===== config.mk =====
export PLATFORM = sky130hd
export DESIGN_NAME = sync_len_xor_frame_receiver
export DESIGN_NICKNAME = d
export VERILOG_FILES = /design/src/sv/slxfr_pkg.sv /design/src/sv/slxfr_parser.sv /design/src/sv/slxfr_outbuf.sv /design/src/sv/sync_len_xor_frame_receiver.sv
export VERILOG_INCLUDE_DIRS = /design/src /design/src/sv
export SDC_FILE = /design/constraint.sdc
export NUM_CORES = 1
export LEC_CHECK = 0
export ABC_AREA = 1
export BUFFER_PORTS_ARGS = -buffer_cell sky130_fd_sc_hd__buf_2
export CAP_MARGIN = 20
export CORE_MARGIN = 4
export CORE_UTILIZATION = 52
export CTS_BUF_LIST = sky130_fd_sc_hd__clkbuf_4
export CTS_CLUSTER_SIZE = 20
export DETAILED_ROUTE_END_ITERATION = 16
export GPL_TIMING_DRIVEN = 0
export PLACE_DENSITY = 0.83
export SETUP_SLACK_MARGIN = 0.02
export SYNTH_ARGS = -nofsm -noshare
export SYNTH_HDL_FRONTEND = slang
export SYNTH_HIERARCHICAL = 1
export SYNTH_SLANG_ARGS = --single-unit

===== constraint.sdc =====
create_clock -name clk -period 2.45 [get_ports clk]
set_input_delay 0.6125 -clock clk [delete_from_list [all_inputs] [get_ports clk]]
set_output_delay 0.6125 -clock clk [all_outputs]
set_load 0.01 [all_outputs]

===== src/sv/sync_len_xor_frame_receiver_defines.svh =====
// Assertion macros for the frame receiver modules; slxfr_outbuf uses them.
`ifndef SYNC_LEN_XOR_FRAME_RECEIVER_DEFINES_SVH
`define SYNC_LEN_XOR_FRAME_RECEIVER_DEFINES_SVH

// Same-cycle implication, checked on every rising edge outside reset.
`define SLXFR_ASSERT_NOW(label, ante, cons) \
  label: assert property (@(posedge clk) disable iff (!rst_n) (ante) |-> (cons)) \
    else $error("frame receiver check failed");

// Next-cycle implication, checked on every rising edge outside reset.
`define SLXFR_ASSERT_NEXT(label, ante, cons) \
  label: assert property (@(posedge clk) disable iff (!rst_n) (ante) |=> (cons)) \
    else $error("frame receiver check failed");

`endif


===== src/sv/slxfr_pkg.sv =====
// Types and constants of the sync, length and XOR checksum frame receiver.
`timescale 1ns / 1ps

package slxfr_pkg;

  localparam logic [7:0] FRAME_PAYLOAD_LEN = 8'd2;
  localparam logic [7:0] SYNC_RESET        = 8'hAA;
  localparam int unsigned OUT_TDATA_W      = 24;

  typedef enum logic [4:0] {
    PH_HUNT = 5'b00001,
    PH_SYNC = 5'b00010,
    PH_LEN  = 5'b00100,
    PH_B0   = 5'b01000,
    PH_B1   = 5'b10000
  } phase_t;

  typedef struct packed {
    logic       frame_status;
    logic [7:0] press_code;
    logic [7:0] btn_code;
  } result_t;

endpackage


===== src/sv/slxfr_parser.sv =====
// Frame parser: phase register, held payload bytes and checksum compare.
`timescale 1ns / 1ps

module slxfr_parser (
  input  logic                clk,
  input  logic                rst_n,
  input  logic                byte_valid,
  input  logic [7:0]          rx_byte,
  input  logic                flush,
  input  logic [7:0]          sync_value,
  output logic                res_valid,
  output slxfr_pkg::result_t  res_data
);

  slxfr_pkg::phase_t phase_r, phase_nxt;
  logic [7:0] held_button_r, held_button_nxt;
  logic [7:0] held_click_r, held_click_nxt;
  slxfr_pkg::phase_t hunt_phase;

  assign hunt_phase = (rx_byte == sync_value) ? slxfr_pkg::PH_SYNC : slxfr_pkg::PH_HUNT;

  always_comb begin
    phase_nxt       = phase_r;
    held_button_nxt = held_button_r;
    held_click_nxt  = held_click_r;
    res_valid       = 1'b0;
    if (byte_valid) begin
      if (flush) begin
        phase_nxt = slxfr_pkg::PH_HUNT;
      end else begin
        unique case (phase_r)
          slxfr_pkg::PH_SYNC: begin
            phase_nxt = (rx_byte == slxfr_pkg::FRAME_PAYLOAD_LEN) ?
                        slxfr_pkg::PH_LEN : hunt_phase;
          end
          slxfr_pkg::PH_LEN: begin
            held_button_nxt = rx_byte;
            phase_nxt       = slxfr_pkg::PH_B0;
          end
          slxfr_pkg::PH_B0: begin
            held_click_nxt = rx_byte;
            phase_nxt      = slxfr_pkg::PH_B1;
          end
          slxfr_pkg::PH_B1: begin
            res_valid = 1'b1;
            phase_nxt = slxfr_pkg::PH_HUNT;
          end
          default: begin
            phase_nxt = hunt_phase;
          end
        endcase
      end
    end
  end

  assign res_data.btn_code     = held_button_r;
  assign res_data.press_code   = held_click_r;
  assign res_data.frame_status = ((held_button_r ^ held_click_r) != rx_byte);

  always_ff @(posedge clk) begin
    if (!rst_n) begin
      phase_r       <= slxfr_pkg::PH_HUNT;
      held_button_r <= 8'd0;
      held_click_r  <= 8'd0;
    end else begin
      phase_r       <= phase_nxt;
      held_button_r <= held_button_nxt;
      held_click_r  <= held_click_nxt;
    end
  end

endmodule


===== src/sv/slxfr_outbuf.sv =====
// Result register with a skid stage between the parser and the result channel.
`timescale 1ns / 1ps

`include "sync_len_xor_frame_receiver_defines.svh"

module slxfr_outbuf (
  input  logic                clk,
  input  logic                rst_n,
  input  logic                push,
  input  slxfr_pkg::result_t  push_data,
  output logic                ready,
  output logic                out_valid,
  input  logic                out_ready,
  output slxfr_pkg::result_t  out_data
);

  logic               out_valid_r, out_valid_nxt;
  logic               skid_valid_r, skid_valid_nxt;
  slxfr_pkg::result_t out_data_r, out_data_nxt;
  slxfr_pkg::result_t skid_data_r, skid_data_nxt;

  assign ready     = !skid_valid_r;
  assign out_valid = out_valid_r;
  assign out_data  = out_data_r;

  always_comb begin
    out_valid_nxt  = out_valid_r;
    out_data_nxt   = out_data_r;
    skid_valid_nxt = skid_valid_r;
    skid_data_nxt  = skid_data_r;
    if (!out_valid_r || out_ready) begin
      if (skid_valid_r) begin
        out_valid_nxt  = 1'b1;
        out_data_nxt   = skid_data_r;
        skid_valid_nxt = 1'b0;
      end else begin
        out_valid_nxt = push;
        out_data_nxt  = push_data;
      end
    end else if (push) begin
      skid_valid_nxt = 1'b1;
      skid_data_nxt  = push_data;
    end
  end

  always_ff @(posedge clk) begin
    if (!rst_n) begin
      out_valid_r  <= 1'b0;
      skid_valid_r <= 1'b0;
    end else begin
      out_valid_r  <= out_valid_nxt;
      skid_valid_r <= skid_valid_nxt;
    end
    out_data_r  <= out_data_nxt;
    skid_data_r <= skid_data_nxt;
  end

  `SLXFR_ASSERT_NOW(a_skid_behind_out, skid_valid_r, out_valid_r)
  `SLXFR_ASSERT_NOW(a_no_push_when_full, push, !skid_valid_r)
  `SLXFR_ASSERT_NEXT(a_stalled_push_to_skid, out_valid_r && !out_ready && push, skid_valid_r)

endmodule


===== src/sv/sync_len_xor_frame_receiver.sv =====
// Top level of the sync, length and XOR checksum frame receiver.
//
// Channel   Direction  Payload
// in_*      in         tdata: rx_byte; tuser: flush
// out_*     out        tdata: btn_code, press_code, frame_status
// cfg_*     in         data: sync_value
//
// One byte is accepted per cycle while in_tready is high; a completed frame's
// result is registered into the result register, or the skid stage on a stall.
// The result register and its skid stage hold two results, so input stalls
// only once both are occupied by results that the sink has not taken.
// Reset returns the parser to hunting, empties the output stages and sets
// the sync value to 8'hAA.
`timescale 1ns / 1ps

module sync_len_xor_frame_receiver (
  input  logic        clk,
  input  logic        rst_n,
  input  logic        in_tvalid,
  output logic        in_tready,
  input  logic [7:0]  in_tdata,   // [7:0] rx_byte
  input  logic [0:0]  in_tuser,   // [0] flush
  output logic        out_tvalid,
  input  logic        out_tready,
  output logic [slxfr_pkg::OUT_TDATA_W-1:0] out_tdata,  // [7:0] btn_code,
                                  // [15:8] press_code, [16] frame_status, [23:17] zero
  input  logic        cfg_valid,
  output logic        cfg_ready,
  input  logic [7:0]  cfg_data    // [7:0] sync_value
);

  logic [7:0]         sync_value_r;
  logic               byte_valid;
  logic               buf_ready;
  logic               res_valid;
  slxfr_pkg::result_t res_data;
  slxfr_pkg::result_t out_data;

  assign cfg_ready  = 1'b1;
  assign in_tready  = buf_ready;
  assign byte_valid = in_tvalid && buf_ready;

  always_ff @(posedge clk) begin
    if (!rst_n) begin
      sync_value_r <= slxfr_pkg::SYNC_RESET;
    end else if (cfg_valid && cfg_ready) begin
      sync_value_r <= cfg_data;
    end
  end

  slxfr_parser u_parser (
    .clk        (clk),
    .rst_n      (rst_n),
    .byte_valid (byte_valid),
    .rx_byte    (in_tdata),
    .flush      (in_tuser[0]),
    .sync_value (sync_value_r),
    .res_valid  (res_valid),
    .res_data   (res_data)
  );

  slxfr_outbuf u_outbuf (
    .clk       (clk),
    .rst_n     (rst_n),
    .push      (res_valid),
    .push_data (res_data),
    .ready     (buf_ready),
    .out_valid (out_tvalid),
    .out_ready (out_tready),
    .out_data  (out_data)
  );

  assign out_tdata = {7'd0, out_data};

endmodule

==> results.json <==
{
  "rows": 27,
  "vdd_ir_drop_max_mv": 0.390,
  "power.leakage_nw": 1.65,
  "timing.max_cap.violations": 0,
  "antenna_violations_before_repair": 0,
  "synth.largest_area_cell": "sky130_fd_sc_hd__edfxtp_1",
  "initial_util_pct": 53.5,
  "total_number_of_yosys_warnings": 6,
  "yosys.cell_count.top_type": "sky130_fd_sc_hd__nand2_1",
  "synth_mux_area_share_pct": 0,
  "number_of_global_route_vias_before_repair": 1997,
  "design.die.area_um2": 6890,
  "drt_first_iter_violations": 113,
  "drt-pass1-iter-count": 4,
  "setup-violations-final": 0,
  "root_buffer": "sky130_fd_sc_hd__clkbuf_4",
  "final_period_minus_worst_setup_slack_ns": 2.19,
  "tritoncts": "built",
  "asyncSetResetFlopFracSynth_pct": 0,
  "cts-buffers-inserted": 9,
  "crit_path_max_incr_delay_ns": 0.34,
  "synth_enable_flop_cells": 34,
  "cp-end-kind": "flip-flop",
  "cts_buffer_depth": 2,
  "max_clock_freq_mhz": 457,
  "drive_gt1_share_pct": 21.3,
  "reg2reg_setup_slack_ns": 0.26,
  "worst_skew_pair.late_latency_ns": 0.41,
  "cp_cell_sequence": "inv_2, buf_6, nand2_1, inv_1, inv_2, nor2_2, inv_2, nor2_1, inv_1, nor2_2, buf_6",
  "dpl.hpwl_um": 4020,
  "top_post_synthesis_cells_by_area": "sky130_fd_sc_hd__edfxtp_1, sky130_fd_sc_hd__dfxtp_1, sky130_fd_sc_hd__nand2_1, sky130_fd_sc_hd__inv_1, sky130_fd_sc_hd__nor2_1",
  "finalHoldViolCount": 0,
  "area_growth_pct": 15.6,
  "cts.sink_count": 65,
  "timing.final.crit_share_pct": 89.4,
  "arrival_time_reported_for_the_critical_path_endpoint_ns": 2.30,
  "seq_area_frac_synth_pct": 56.1,
  "synth.lib_cells_used.distinct": 29,
  "insertedDiodeCount": 0,
  "gp_routability_congestion": 0.799,
  "critical_path_peak_fanout": 14,
  "power.density_nw_per_um2": 577,
  "first_pass_grt_wire_length_um": 9000,
  "port_buffers": 40,
  "finalWirelength_um": 5390,
  "wire_per_inst_um": 11.5,
  "syn_inst": 332,
  "via_count": 2231,
  "design.portCount": 49,
  "global_route.overflow_total": 0,
  "timing.critical_path.mode_cell": "sky130_fd_sc_hd__inv_2",
  "type_of_the_tightest_min_delay_check": "input pin to flip-flop",
  "cts_htree_levels": 3,
  "post_synth_xor_area_fraction_pct": 4.79,
  "synthSimpleGateAreaFrac_pct": 22.1,
  "post_drt_via_cell_ratio": 4.78,
  "worstMarginPinSlew_ns": 0.688,
  "synth.top_cells.by_count": "sky130_fd_sc_hd__nand2_1, sky130_fd_sc_hd__edfxtp_1, sky130_fd_sc_hd__inv_1",
  "r2r.worst_path.cells": 11,
  "final.setup_skew_ns": 0.0178,
  "yosys.area.top_type_share_pct": 34.9,
  "core_area_um2": 5470,
  "synth_top_family_by_area": "simple AND/OR/NAND/NOR gates",
  "nets": 412,
  "compound_cell_area_share_of_the_yosys_netlist_pct": 6.92,
  "die_y_um": 83.0,
  "grt_usage_pct": 16.5,
  "chipWidth_um": 83.0,
  "crit_path_start_kind": "flip-flop",
  "drv_slew": 0,
  "required_ns": 2.55,
  "timing.slew.headroom_pct": 54.0,
  "mappedNetlistArea_um2": 2930,
  "grt_max_degree": 19,
  "placed_instance_count": 451,
  "grt_setup_unrepaired": "false",
  "post_synth_fa_ha_maj_area_fraction_pct": 0,
  "clk_transition_reported_paths_ns": 0.10,
  "timing.setup.critical_path_class": "flip-flop to flip-flop",
  "route.detailed.drc": 0,
  "number_of_standard_cells_in_the_layout_taps_in_and_fillers_out": 467,
  "cts.repair_timing.setup_buffer_count": 0,
  "synth-seq-cells": 65,
  "min_delay_path_depth": 3,
  "postLayoutCoreUtil_pct": 61.9,
  "syn_area_per_cell_um2": 8.82,
  "synth_flop_cell": "sky130_fd_sc_hd__edfxtp_1",
  "worst_path_slowest_cell": "sky130_fd_sc_hd__dfxtp_1",
  "run_status": "finished, final reports clean",
  "route.antenna.remaining_nets": 0
}
## area by class of cell
type | count | area [µm²]
clock buffer | 11 | 82.6
timing repair buffer | 41 | 211
multi-input combinational | 220 | 1020
clock inverter | 5 | 48.8
tap | 72 | 90.1
fill | 503 | 2090
buffer | 16 | 149
sequential | 65 | 1640
inverter | 37 | 140
## flip-flops by register name (all words and copies together), names as in the netlist
register                count
u_outbuf/out_valid          1
u_outbuf/skid_valid_r       1
u_outbuf/out_data          17
u_parser/phase_r            5
u_outbuf/skid_data_r       17
u_parser/held_click_r       8
sync_value_r                8
u_parser/held_button_r      8
## per-stage QoR
step | power (W) | area, µm² | hold slack [ns] | setup TNS, ns | worst slack [ns]
2_1_floorplan | 0.00126 | 2950 | 0.451 | 0 | 0.0762
3_3_place_gp | 0.00129 | 3240 | 0.463 | -4.52 | -0.266
3_5_place_dp | 0.00129 | 3250 | 0.469 | 0 | 0.181
4_1_cts | 0.00197 | 3380 | 0.389 | 0 | 0.143
5_1_grt | 0.00204 | 3390 | 0.396 | 0 | 0.0879
6_report | 0.00195 | 3390 | 0.419 | 0 | 0.260
## critical path: cells and delay by family (launching register included)
family,cells,cell delay (ns)
buffers and inverters,7,0.90
AND/OR/NAND/NOR,4,0.65
flip-flops,1,0.34
## placed cells by master (no fill, tap or decap), drive strengths merged
cell / netlist / final
inv: 36 / 36
nor3: 3 / 3
conb: 2 / 8
dfxtp: 31 / 31
buf: 15 / 56
nand2: 114 / 114
a21oi: 21 / 21
xor2: 8 / 8
o21ai: 18 / 18
nor2: 30 / 30
edfxtp: 34 / 34
nand4: 1 / 1
clkinv: 1 / 5
clkbuf: 1 / 12
xnor2: 8 / 8
nand3: 9 / 9
bufinv: 0 / 1
## worst paths after layout
check                                                         from                           endpoint
worst max-delay path            u_outbuf/skid_valid_r$_SDFFE_PP0P_  u_outbuf/skid_data_r[5]$_DFFE_PP_
worst min-delay path                                   cfg_data[5]       sync_value_r[5]$_SDFFE_PN1P_
worst max register to register  u_outbuf/skid_valid_r$_SDFFE_PP0P_  u_outbuf/skid_data_r[5]$_DFFE_PP_
worst min register to register        sync_value_r[1]$_SDFFE_PN1P_       sync_value_r[1]$_SDFFE_PN1P_
## where the power goes
group | leakage [nW] | switching [W] | internal (W)
clock | 0.0780 | 0.000356 | 0.000326
combinational | 0.989 | 0.0000688 | 0.0000502
sequential | 0.579 | 0.00000824 | 0.00114
## cells by family after synthesis
| group | count (synthesis) |
|---|---|
| AOI/OAI and AO/OA | 39 |
| xor gates and xnor gates | 16 |
| buffers and inverters | 53 |
| DFF | 65 |
| other | 2 |
| and+or+nand+nor | 157 |
## routing by layer
metal	global-route usage [%]	vias up	part of all wire (%)
met5	0	-	0
met4	8.92	0	1.9
met3	5.06	7	6.3
met2	27.0	77	49
met1	19.4	991	43
li1	-	1156	-
## what timing repair did
action,in CTS,in global routing
gates resized for setup,0,2
endpoints found under the setup margin,0,14
hold buffers,0,0
(Power assumes the default switching activity.)
